==> config.mk <==
export PLATFORM = sky130hd
export DESIGN_NAME = panel_power_and_pixel_clock_sequencer
export DESIGN_NICKNAME = d
export VERILOG_FILES = /design/src/sv/ppcs_pkg.sv /design/src/sv/ppcs_apb.sv /design/src/sv/ppcs_clk_match.sv /design/src/sv/ppcs_core.sv /design/src/sv/panel_power_and_pixel_clock_sequencer.sv
export SDC_FILE = /design/constraint.sdc
export NUM_CORES = 1
export LEC_CHECK = 0
export BUFFER_PORTS_ARGS = -buffer_cell sky130_fd_sc_hd__buf_2
export CAP_MARGIN = 20
export CELL_PAD_IN_SITES_DETAIL_PLACEMENT = 0
export CELL_PAD_IN_SITES_GLOBAL_PLACEMENT = 1
export CORE_ASPECT_RATIO = 1.25
export CORE_UTILIZATION = 40
export CTS_CLUSTER_SIZE = 30
export DETAILED_ROUTE_END_ITERATION = 12
export GPL_ROUTABILITY_DRIVEN = 0
export PLACE_DENSITY_LB_ADDON = 0.1
export SYNTH_ARGS = -nofsm -noshare
export SYNTH_HDL_FRONTEND = slang
export SYNTH_SLANG_ARGS = --single-unit
==> constraint.sdc <==
create_clock -name clk -period 5.6 [get_ports clk]
set_clock_uncertainty 0.15 [all_clocks]
set_input_delay 0.28 -clock clk [delete_from_list [all_inputs] [get_ports clk]]
set_output_delay 0.28 -clock clk [all_outputs]
set_load 0.02 [all_outputs]
==> src/sv/ppcs_pkg.sv <==
// shared types, constants and clock table for the panel power and pixel clock sequencer
// no dependencies
package ppcs_pkg;

    localparam int NUM_CLOCKS = 9;
    localparam int TABLE_LEN  = 9;
    localparam int NUM_SEARCH = (NUM_CLOCKS < TABLE_LEN) ? NUM_CLOCKS : TABLE_LEN;

    localparam int KHZ_W     = 17;
    localparam int REQ_W     = 18;
    localparam int CODE_W    = 4;
    localparam int DELAY_W   = 16;
    localparam int PADDR_W   = 3;
    localparam int PDATA_W   = 32;
    localparam int IDX_W     = 4;

    localparam logic [DELAY_W-1:0] DELAY_RESET = 16'd10;
    localparam logic [CODE_W-1:0]  CODE_RESET  = 4'ha;

    // line bit positions
    localparam int LINE_LVDS  = 0;
    localparam int LINE_PANEL = 1;
    localparam int LINE_BLOFF = 2;
    localparam logic [2:0] LINES_RESET = 3'b100;

    localparam logic [KHZ_W-1:0] CLK_KHZ [TABLE_LEN] = '{
        17'd6750, 17'd13500, 17'd27000, 17'd29700, 17'd37125,
        17'd54000, 17'd59400, 17'd74250, 17'd120000
    };
    localparam logic [CODE_W-1:0] CLK_CODE [TABLE_LEN] = '{
        4'ha, 4'h9, 4'h8, 4'h7, 4'h6, 4'h5, 4'h4, 4'h3, 4'hb
    };

    typedef enum logic [2:0] {
        KIND_TICK      = 3'd0,
        KIND_PANEL_ON  = 3'd1,
        KIND_PANEL_OFF = 3'd2,
        KIND_BL_ON     = 3'd3,
        KIND_BL_OFF    = 3'd4,
        KIND_SET_CLK   = 3'd5,
        KIND_QUERY     = 3'd6,
        KIND_SPARE     = 3'd7
    } kind_t;

    typedef enum logic [1:0] {
        ST_OK      = 2'd0,
        ST_BUSY    = 2'd1,
        ST_INEXACT = 2'd2
    } status_t;

    localparam logic [PADDR_W-3:0] REG_DELAY = 1'b0;

    typedef struct packed {
        logic [2:0]       kind;
        logic [REQ_W-1:0] clock_khz;
    } item_t;

    typedef struct packed {
        logic              lvds_on;
        logic              panel_pwr;
        logic              bl_dark;
        logic [CODE_W-1:0] clock_code;
        logic [KHZ_W-1:0]  nearest_clock_khz;
        logic [1:0]        status;
        logic              busy_res;
    } result_t;

    typedef struct packed {
        logic [CODE_W-1:0] code;
        logic [KHZ_W-1:0]  khz;
        logic              exact;
    } match_t;

endpackage

==> src/sv/ppcs_apb.sv <==
// apb configuration register for the sequencer: holds delay_ticks
// depends on ppcs_pkg
module ppcs_apb (
    input  logic                             clk,
    input  logic                             rst_n,
    input  logic                             psel,
    input  logic                             penable,
    input  logic                             pwrite,
    input  logic [ppcs_pkg::PADDR_W-1:0]     paddr,
    input  logic [ppcs_pkg::PDATA_W-1:0]     pwdata,
    output logic [ppcs_pkg::PDATA_W-1:0]     prdata,
    output logic                             pready,
    output logic [ppcs_pkg::DELAY_W-1:0]     delay_ticks
);
    import ppcs_pkg::*;

    logic [DELAY_W-1:0] delay_reg;
    logic [DELAY_W-1:0] delay_next;
    logic               hit;

    assign hit = (paddr[PADDR_W-1:2] == REG_DELAY);

    always_comb
    begin
        delay_next = delay_reg;
        if (psel && penable && pwrite && hit)
        begin
            delay_next = pwdata[DELAY_W-1:0];
        end
    end

    always_ff @(posedge clk or negedge rst_n)
    begin
        if (!rst_n)
        begin
            delay_reg <= DELAY_RESET;
        end
        else
        begin
            delay_reg <= delay_next;
        end
    end

    assign prdata      = hit ? {{(PDATA_W-DELAY_W){1'b0}}, delay_reg} : '0;
    assign pready      = 1'b1;
    assign delay_ticks = delay_reg;

endmodule

==> src/sv/ppcs_clk_match.sv <==
// nearest supported pixel clock lookup by midpoint compares against the table
// depends on ppcs_pkg
module ppcs_clk_match (
    input  logic [ppcs_pkg::REQ_W-1:0] clock_khz,
    output ppcs_pkg::match_t           match
);
    import ppcs_pkg::*;

    logic [REQ_W:0]   req2;
    logic [IDX_W-1:0] idx;

    assign req2 = {clock_khz, 1'b0};

    // table is ascending: step past each midpoint that the request lies strictly above
    always_comb
    begin
        idx = '0;
        for (int i = 0; i < NUM_SEARCH - 1; i++)
        begin
            if (req2 > ({2'b00, CLK_KHZ[i]} + {2'b00, CLK_KHZ[i+1]}))
            begin
                idx = IDX_W'(i + 1);
            end
        end
    end

    always_comb
    begin
        match.code  = CLK_CODE[idx];
        match.khz   = CLK_KHZ[idx];
        match.exact = ({1'b0, CLK_KHZ[idx]} == clock_khz);
    end

endmodule

==> src/sv/ppcs_core.sv <==
// power sequencing state, clock code and result register
// depends on ppcs_pkg
module ppcs_core (
    input  logic                         clk,
    input  logic                         rst_n,
    input  logic                         fire,
    input  ppcs_pkg::item_t              item,
    input  ppcs_pkg::match_t             match,
    input  logic [ppcs_pkg::DELAY_W-1:0] delay_ticks,
    input  logic                         result_ready,
    output logic                         result_valid,
    output ppcs_pkg::result_t            result
);
    import ppcs_pkg::*;

    typedef enum logic [1:0] {
        PH_IDLE       = 2'd0,
        PH_PANEL_UP   = 2'd1,
        PH_LVDS_UP    = 2'd2,
        PH_PANEL_DOWN = 2'd3
    } phase_t;

    typedef struct packed {
        phase_t             phase;
        logic [DELAY_W-1:0] count;
        logic [2:0]         lines;
    } seq_t;

    seq_t              seq_reg;
    seq_t              seq_next;
    logic [CODE_W-1:0] code_reg;
    logic [CODE_W-1:0] code_next;
    logic              valid_reg;
    logic              valid_next;
    result_t           result_reg;
    result_t           result_next;
    logic [KHZ_W-1:0]  nearest;
    status_t           status;

    function automatic logic [2:0] apply_step(phase_t ph, logic [2:0] lines);
        logic [2:0] l;
        l = lines;
        unique case (ph)
            PH_PANEL_UP:   l[LINE_PANEL] = 1'b1;
            PH_LVDS_UP:    l[LINE_LVDS]  = 1'b1;
            PH_PANEL_DOWN: l[LINE_PANEL] = 1'b0;
            default:       l = lines;
        endcase
        return l;
    endfunction

    function automatic phase_t next_after(phase_t ph, logic [2:0] lines);
        phase_t p;
        p = PH_IDLE;
        if (ph == PH_PANEL_UP && !lines[LINE_LVDS])
        begin
            p = PH_LVDS_UP;
        end
        return p;
    endfunction

    // a zero delay runs the pending steps at once; at most two steps chain
    function automatic seq_t start_wait(phase_t ph, seq_t s, logic [DELAY_W-1:0] dly);
        seq_t   r;
        phase_t p;
        r       = s;
        r.phase = PH_IDLE;
        p       = ph;
        for (int i = 0; i < 2; i++)
        begin
            if (p != PH_IDLE)
            begin
                if (dly != '0)
                begin
                    r.phase = p;
                    r.count = dly;
                    p       = PH_IDLE;
                end
                else
                begin
                    r.lines = apply_step(p, r.lines);
                    p       = next_after(p, r.lines);
                end
            end
        end
        return r;
    endfunction

    always_comb
    begin
        seq_t s;
        s         = seq_reg;
        code_next = code_reg;
        nearest   = '0;
        status    = ST_OK;
        if (item.kind != KIND_TICK && item.kind != KIND_SPARE && seq_reg.phase != PH_IDLE)
        begin
            status = ST_BUSY;
        end
        else
        begin
            unique case (item.kind)
                KIND_TICK:
                begin
                    if (seq_reg.phase != PH_IDLE)
                    begin
                        if (seq_reg.count > DELAY_W'(1))
                        begin
                            s.count = seq_reg.count - DELAY_W'(1);
                        end
                        else
                        begin
                            s.count = '0;
                            s.lines = apply_step(seq_reg.phase, seq_reg.lines);
                            s = start_wait(next_after(seq_reg.phase, s.lines), s, delay_ticks);
                        end
                    end
                end
                KIND_PANEL_ON:
                begin
                    if (!seq_reg.lines[LINE_PANEL])
                    begin
                        s.lines[LINE_LVDS] = 1'b0;
                        s = start_wait(PH_PANEL_UP, s, delay_ticks);
                    end
                    else if (!seq_reg.lines[LINE_LVDS])
                    begin
                        s = start_wait(PH_LVDS_UP, s, delay_ticks);
                    end
                end
                KIND_PANEL_OFF:
                begin
                    s.lines[LINE_LVDS] = 1'b0;
                    if (seq_reg.lines[LINE_PANEL])
                    begin
                        s = start_wait(PH_PANEL_DOWN, s, delay_ticks);
                    end
                end
                KIND_BL_ON:  s.lines[LINE_BLOFF] = 1'b0;
                KIND_BL_OFF: s.lines[LINE_BLOFF] = 1'b1;
                KIND_SET_CLK:
                begin
                    nearest = match.khz;
                    if (match.exact)
                    begin
                        code_next = match.code;
                    end
                    else
                    begin
                        status = ST_INEXACT;
                    end
                end
                KIND_QUERY: nearest = match.khz;
                default:    s = seq_reg;
            endcase
        end
        seq_next = s;

        result_next.lvds_on           = s.lines[LINE_LVDS];
        result_next.panel_pwr         = s.lines[LINE_PANEL];
        result_next.bl_dark           = s.lines[LINE_BLOFF];
        result_next.clock_code        = code_next;
        result_next.nearest_clock_khz = nearest;
        result_next.status            = status;
        result_next.busy_res          = (s.phase != PH_IDLE);

        valid_next = fire || (valid_reg && !result_ready);
    end

    always_ff @(posedge clk or negedge rst_n)
    begin
        if (!rst_n)
        begin
            seq_reg.phase <= PH_IDLE;
            seq_reg.count <= '0;
            seq_reg.lines <= LINES_RESET;
            code_reg      <= CODE_RESET;
            valid_reg     <= 1'b0;
        end
        else
        begin
            valid_reg <= valid_next;
            if (fire)
            begin
                seq_reg  <= seq_next;
                code_reg <= code_next;
            end
        end
    end

    always_ff @(posedge clk)
    begin
        if (fire)
        begin
            result_reg <= result_next;
        end
    end

    assign result_valid = valid_reg;
    assign result       = result_reg;

endmodule

==> src/sv/panel_power_and_pixel_clock_sequencer.sv <==
// top level of the panel power and pixel clock sequencer: input register and pipeline control
// depends on ppcs_pkg, ppcs_apb, ppcs_clk_match and ppcs_core
//
// usage
// item channel (item_valid/item_ready/item) carries one command or tick per transaction;
// result channel (result_valid/result_ready/result) returns exactly one result per item,
// holding the panel lines, clock code, nearest clock, status and busy flag after the update.
// an item is captured in an input register and then processed into the result register,
// which drives result_valid; while a result waits unread, the item stays in the input register.
// throughput is one item per cycle while results are taken; the input register and result
// register form a two-entry pipeline so a new item is taken while a finished result waits.
// if the receiver stalls, the pipeline fills and item_ready drops after two transactions.
// the apb port holds delay_ticks at byte address 0; pready is always high.
// reset: backlight dark, panel and lvds off, clock code 0x0a, no wait running,
// delay_ticks 10; the pipeline is empty.
module panel_power_and_pixel_clock_sequencer (
    input  logic                         clk,
    input  logic                         rst_n,
    input  logic                         item_valid,
    output logic                         item_ready,
    input  ppcs_pkg::item_t              item,
    output logic                         result_valid,
    input  logic                         result_ready,
    output ppcs_pkg::result_t            result,
    input  logic                         psel,
    input  logic                         penable,
    input  logic                         pwrite,
    input  logic [ppcs_pkg::PADDR_W-1:0] paddr,
    input  logic [ppcs_pkg::PDATA_W-1:0] pwdata,
    output logic [ppcs_pkg::PDATA_W-1:0] prdata,
    output logic                         pready
);
    import ppcs_pkg::*;

    item_t              item_reg;
    logic               item_valid_reg;
    logic               item_valid_next;
    logic               advance;
    logic               fire;
    logic [DELAY_W-1:0] delay_ticks;
    match_t             match;

    assign advance    = !result_valid || result_ready;
    assign fire       = item_valid_reg && advance;
    assign item_ready = !item_valid_reg || advance;

    always_comb
    begin
        item_valid_next = item_valid_reg;
        if (item_ready)
        begin
            item_valid_next = item_valid;
        end
    end

    always_ff @(posedge clk or negedge rst_n)
    begin
        if (!rst_n)
        begin
            item_valid_reg <= 1'b0;
        end
        else
        begin
            item_valid_reg <= item_valid_next;
        end
    end

    always_ff @(posedge clk)
    begin
        if (item_valid && item_ready)
        begin
            item_reg <= item;
        end
    end

    ppcs_apb u_apb (
        .clk         (clk),
        .rst_n       (rst_n),
        .psel        (psel),
        .penable     (penable),
        .pwrite      (pwrite),
        .paddr       (paddr),
        .pwdata      (pwdata),
        .prdata      (prdata),
        .pready      (pready),
        .delay_ticks (delay_ticks)
    );

    ppcs_clk_match u_clk_match (
        .clock_khz (item_reg.clock_khz),
        .match     (match)
    );

    ppcs_core u_core (
        .clk          (clk),
        .rst_n        (rst_n),
        .fire         (fire),
        .item         (item_reg),
        .match        (match),
        .delay_ticks  (delay_ticks),
        .result_ready (result_ready),
        .result_valid (result_valid),
        .result       (result)
    );

endmodule

* Yosys cells after proc, flatten, opt, wreduce, memory -nomap -nowiden *
Memories as Yosys holds them, arrays and structs flattened.
Cells that the tools add are included.

word-level totals
  register bits = 91
  bits in read-only memories = 336
  input bits = 63
  output and inout port bits = 62
  logic and storage cells = 205
  memories kept = 2

memories
  memory            depth  bits a word  rd ports  clocked after Yosys merged registers in  wr ports  RTL line              source
  (name not given)  16     17           1         0                                        0         ppcs_clk_match.sv:30  match.khz = CLK_KHZ[idx];
  (name not given)  16     4            1         0                                        0         ppcs_clk_match.sv:29  match.code = CLK_CODE[idx];

operators by class
  add/subtract/negate cells = 1
  magnitude comparators = 10
  eq/ne operators = 29
  muxes and demuxes = 108
  bitwise logic cells = 5
  reduce and logical (&&, ||, !) cells = 33

operator list
  cell                                                                               count
  21-bit two-way mux                                                                 10
  18-bit two-way mux                                                                 7
  2-bit two-way mux                                                                  37
  19-bit by 17-bit greater-than comparator with 1-bit output, second input constant  3
  18-bit one-hot mux with 3 select lines                                             1
  17-bit two-way mux                                                                 3
  19-bit by 16-bit greater-than comparator with 1-bit output, second input constant  2
  19-bit by 18-bit greater-than comparator with 1-bit output, second input constant  2
  16-bit two-way mux                                                                 2
  1-bit two-way mux                                                                  27
  2-bit equality test, second input constant                                         12
  4-bit two-way mux                                                                  6
  3-bit two-way mux                                                                  7
  19-bit by 15-bit greater-than comparator with 1-bit output, second input constant  1
  17-bit by 18-bit equality test with 1-bit output                                   1
  16-bit by 1-bit greater-than comparator with 1-bit output, second input constant   1
  16-bit nonzero test                                                                1
  16-bit by 1-bit subtractor with 16-bit output, second input constant               1
  2-bit nonzero test                                                                 7
  2-bit by 1-bit equality test with 1-bit output, second input constant              6
  1-bit one-hot mux with 2 select lines                                              6
  1-bit logical AND                                                                  10
  3-bit equality test, second input constant                                         3
  3-bit by 2-bit equality test with 1-bit output, second input constant              2
  14 further kinds                                                                   28

* Depth between registers and ports, before layout *
  word-level depth = 39
  mapped depth = 17
  gate-level depth less buffers = 15

* Modules after synthesis *
From an unflattened synthesis, not the netlist that was laid out.

second synthesis, totals
  cell total of the unflattened synthesis = 602
  area, all modules = 5868.1 um^2

by module, submodules not included
  module                                 instances  cells an instance  area an instance (um^2)  seq. area each (um^2)
  ppcs_core                              1          302                2996.6                   1465.2
  ppcs_clk_match                         1          203                1267.5                   0.0
  ppcs_apb                               1          70                 902.1                    402.9
  panel_power_and_pixel_clock_sequencer  1          27                 701.9                    655.6

* Worst setup path before layout *
OpenSTA, ideal clock, no wires.

  path type = register to register
  from = register item_reg[8] (netlist bit)
  to = register u_core.result_reg, in the netlist u_core.result[20], data pin
  setup time = 262 ps
  arrival = 4559 ps
  required time = 5188 ps
  path slack = 629 ps
  cell stages (with the launch flop) = 17
  path buffers = 2
  clock period less this slack = 4971 ps
  path through = edfxtp_1 > buf_2 > or3b_1 > nor4_1 > nor3_1 > a211oi_1 > nand2_1 > nand2b_1 > ha_1 > clkbuf_1 > o211ai_1 > a211oi_1 > xor2_1 > a2111o_1 > or4_4 > nor4b_4 > mux2_1

on the way
  word-level cells in the longest chain between the ends = 17
  elaborated cells on any way between the ends = 27
  those cells by class = order compare (8); eq/ne (1); mux (15); bitwise (1); memory (2)

ends and longest elaborated chain
  item                                                        RTL line                                     source
  start: declaration                                          panel_power_and_pixel_clock_sequencer.sv:35  item_t item_reg;
  start signal: assignment                                    panel_power_and_pixel_clock_sequencer.sv:72  item_reg <= item;
  19-bit by 15-bit greater-than comparator with 1-bit output  ppcs_clk_match.sv:20                         if (req2 > ({2'b00, CLK_KHZ[i]} + {2'b00, CLK_KHZ[i+1]}))
  1-bit two-way mux                                           ppcs_clk_match.sv:20
  2-bit two-way mux (2 in series)                             ppcs_clk_match.sv:20
  3-bit two-way mux (4 in series)                             ppcs_clk_match.sv:20
  4-bit two-way mux                                           ppcs_clk_match.sv:20
  4-bit inverter with 5-bit output (implied by the code)      ppcs_clk_match.sv:29, ppcs_clk_match.sv:31
  memory 16 x 17 bit                                          -
  17-bit two-way mux (2 in series)                            -
  17-bit by 18-bit equality test with 1-bit output            ppcs_clk_match.sv:31                         match.exact = ({1'b0, CLK_KHZ[idx]} == clock_khz);
  4-bit two-way mux *                                         ppcs_core.sv:144                             if (match.exact)
  4-bit two-way mux *                                         ppcs_core.sv:102                             unique case (item.kind)
  4-bit two-way mux *                                         ppcs_core.sv:96                              if (item.kind != KIND_TICK && item.kind != KIND_SPARE && seq_reg.phase != PH_IDLE)
  net u_core.code_next[0]                                     ppcs_core.sv:32                              logic [CODE_W-1:0] code_next;
  end signal: assignment                                      ppcs_core.sv:195                             result_reg <= result_next;
  end: declaration                                            ppcs_core.sv:35                              result_t result_reg;

The timed path passes the listed nets; every way through them passes the cells marked *. The select of a mux whose other input is x is not followed.
A chain may end at the register's enable or synchronous reset.

* Worst setup path after layout *
  from = register item_reg[8] (netlist bit)
  to = register u_core.result_reg, in the netlist u_core.result[23], data pin

Same word-level chain as after synthesis.

==> summary.md <==
| Metric | Value |
|---|---|
| Status | `finished, final reports clean` |
| Max FFs per register | `27` |
| Slew Limit Fails | `0` |
| Core ar. | `13470 µm²` |
| Period utilization | `0.9354` |
| Switching part of the total | `0.3565` |
| Synth Flop Type | `edfxtp_1` |
| RSZ-0062 raised after global routing | `no` |
| IO buf count | `89` |
| 1st-pass router iterations | `4` |
| Synth top area share | `0.2578` |
| Tmin final | `5.238 ns` |
| Vias in the first global route | `4897` |
| Most common cell after layout, fill and taps aside | `buf_2` |
| Comb pwr share | `0.310` |
| Max transition margin | `0.3393` |
| Setup slack after layout | `0.3619 ns` |
| Clock Power Share | `0.271` |
| HP Class | `primary input to flop` |
| Actual slew at the worst max-slew pin | `0.9910 ns` |
| CTS buffer count | `9` |
| Area of the mapped netlist | `5592 µm²` |
| Unique masters post-synth | `72` |
| CTS Buffer Depth | `2` |
| Crit path required time | `5.53 ns` |
| Diode count | `0` |
| Cell Count, Final, Fillers Out | `856` |
| Initial DRC Count | `184` |
| CP Cell Sequence | `or3b_1 -> nor4_1 -> nor3_1 -> a211oi_2 -> nand2_1 -> nand2b_1 -> inv_1 -> ha_1 -> o211ai_1 -> a211oi_1 -> xor2_1 -> a2111o_1 -> or4_4 -> nor4b_4 -> mux2_1` |
| Place WS | `0.3010 ns` |
| Sink Count | `91` |
| Avg WL per Cell | `17.92 µm` |
| Crit. path cell count | `15` |
| Number of flops mapped to enable cells by yosys | `48` |
| Clock transition at path regs | `0.07 ns` |
| IO Pins | `125` |
| Fraction of registers with async set/reset | `0.4725` |
| Worst skew pair latency | `0.34 ns` |
| First-pass GRT wire length | `25230 µm` |
| Total wire length | `15340 µm` |
| Layout cells sized above 1 | `0.2453` |
| Worst Path Arrival | `5.17 ns` |
| CP Max Fanout | `8` |
| Max Clk Rate | `190.9 MHz` |
| Root Buffer | `clkbuf_16` |
| Net load switching power | `0.0007750 W` |
| VDD IR-drop max | `0.0001424 V` |
| Max Used Layer | `met4` |
| Largest net degree at the start of global routing | `44` |
| Leak Pwr | `2.832 nW` |
| #FFs+latches synth | `91` |
| Warnings, synthesis | `0` |
| Cells after DPL | `816` |
| Fin. Hold Viols | `0` |
| # rows | `47` |
| H-Tree Depth | `3` |
| Cells on worst reg2reg path | `15` |
| Commonest cells after routing, fill and taps aside | `buf_2 (89), nand2_1 (50), edfxtp_1 (48)` |
| Vias per cell | `5.690` |
| Power per standard cell area | `322.1 nW/µm²` |
| Syn avg cell area | `9.827 µm²` |
| CP Launch Type | `flop` |
| Worst Path Buf+Inv | `1` |
| Synthesis-to-layout area growth | `20.70%` |
| Critical Path Sink Type | `flop` |
| Final net count | `751` |
| Top cell type by total area after synthesis | `edfxtp_1` |
| Initial antenna violation count | `0` |
| Final setup viols | `0` |
| Congestion Overflow GR | `0` |
| Hold Path Stages | `2` |
| Highest-delay cell along the critical path | `or4_4` |
| Detailed Place HPWL | `11000 µm` |
| Crit Path Category | `flop to flop` |
| Max-cap violations | `0` |
| Synth area leaders | `edfxtp_1 (26%), dfrtp_1 (17%), mux2_2 (4.2%), o21ai_0 (3.7%), nand2_1 (3.4%)` |
| DRT antenna net count | `0` |
| DRT met1 WL | `6057 µm` |
| Starting density of the core | `0.4152` |
| Post-Syn Instances | `569` |
| DIE WIDTH | `107.8 µm` |
| Int Pwr | `0.001399 W` |
| Met2 WL | `8136 µm` |
| Die Area | `14460 µm²` |
| Cell family with most CP delay | `simple AND/OR/NAND/NOR gates` |
| Met3 wire len | `633 µm` |
| Layout fillers | `1307` |
| GRT Total Usage | `0.2244` |
| Max incr delay on CP | `0.59 ns` |
| Register area share after synthesis | `0.4513` |
| DR vias | `4871` |
| DRC Markers | `0` |
| Setup bufs post-CTS | `0` |
| Post-route setup TNS | `0 ns` |
| CTS tree | `yes` |
| Flop pwr share | `0.419` |
| Die Span Y | `134.2 µm` |
## cells in the mapped netlist (3+ instances only)
master,count
nor3_1,18
o22ai_1,3
nor2b_1,17
mux2_1,8
or2_2,3
nand3_1,8
nand2b_1,9
o211ai_1,8
xor2_1,10
dfrtp_1,38
and4b_1,3
nor2_1,33
o21bai_1,3
and2_1,4
xnor2_1,5
mux2_2,21
nand2_1,50
dfstp_2,5
buf_2,9
a211oi_1,11
a21oi_1,31
nand4b_1,5
clkbuf_1,23
o21a_1,4
ha_1,8
a21o_1,7
inv_1,19
o21ai_0,41
and4_1,5
a211o_1,5
or3_1,7
edfxtp_1,48
nand4_1,3
a22oi_1,17
buf_4,17
nor4_1,8
## what timing repair did
action | CTS | global route
resized for setup | 0 | 1
endpoints found under the setup margin | 0 | 4
hold buffers | 23 | 0
endpoints found under the hold margin | 32 | 0
## power by group through the flow
stage | clock, W | sequential (W) | combinational (W)
2_1_floorplan | 0 | 0.000903 | 0.000481
3_3_place_gp | 0 | 0.000920 | 0.000652
3_5_place_dp | 0 | 0.000922 | 0.000655
4_1_cts | 0.000605 | 0.000909 | 0.000673
5_1_grt | 0.000627 | 0.000924 | 0.000750
6_report | 0.000590 | 0.000910 | 0.000674
## metrics by stage
| step | utilization | power, W | area, µm² | hold WS (ns) |
|---|---|---|---|---|
| after floorplan | - | 0.001383 | 5648 | -0.1656 |
| final | 0.5012 | 0.002174 | 6749 | 0.02172 |
| after global placement | 0.4608 | 0.001573 | 6206 | 0.3079 |
| after CTS | 0.4993 | 0.002187 | 6724 | 0.01644 |
| after detailed placement | 0.4608 | 0.001577 | 6206 | 0.3081 |
| after global routing | 0.5012 | 0.002301 | 6749 | 0.02179 |
## cells by family (layout without fill, tap and decap cells)
family	count (synthesis)	in the layout	synth area share
fa+ha+maj	8	8	0.01790
simple gates	193	193	0.1927
compound gates	161	161	0.1922
other cells	2	17	0.001343
flops	91	91	0.4513
xor+xnor	15	15	0.02349
buf+inv	68	169	0.05907
mux	31	31	0.06198
## cell type report
cell class              count  area (µm²)  share of cell area
well taps                 171       214.0             0.03170
inverters                  19       71.32             0.01057
flip-flops and latches     91        2524              0.3739
multi-input cells         425        2799              0.4147
clock inverters             5       35.03            0.005191
clock buffers              11       252.7             0.03745
repair buffers            134       853.3              0.1264
## final timing paths
kind                               startpoint                    to  slack, ns
max                               item_reg[8]     u_core.result[23]       0.36
min                                 pwdata[8]  u_apb.delay_ticks[8]       0.02
max reg2reg                       item_reg[8]     u_core.result[23]       0.36
min reg2reg                u_core.code_reg[2]    u_core.code_reg[2]       0.34
max in group asynchronous               rst_n  u_apb.delay_ticks[3]       4.56
min in group asynchronous               rst_n    u_core.code_reg[0]       0.20
## worst reg2reg max path: cells and delay by family (launching register included)
kind / cells / cell delay, ns
AO/OA/AOI/OAI: 4 / 1.10
XOR/XNOR: 1 / 0.16
adder cells (fa/ha/maj): 1 / 0.24
buffers and inverters: 1 / 0.10
flip-flops: 1 / 0.55
multiplexers: 1 / 0.37
AND/OR/NAND/NOR: 7 / 2.31
## layer usage
| metal | global-route usage | vias to the layer above |
|---|---|---|
| li1 | - | 2311 |
| met1 | 0.2596 | 2355 |
| met2 | 0.4028 | 163 |
| met3 | 0.02818 | 42 |
| met4 | 0.1126 | 0 |
| met5 | 0 | - |
Note: power is estimated with default switching activity, not from simulation.
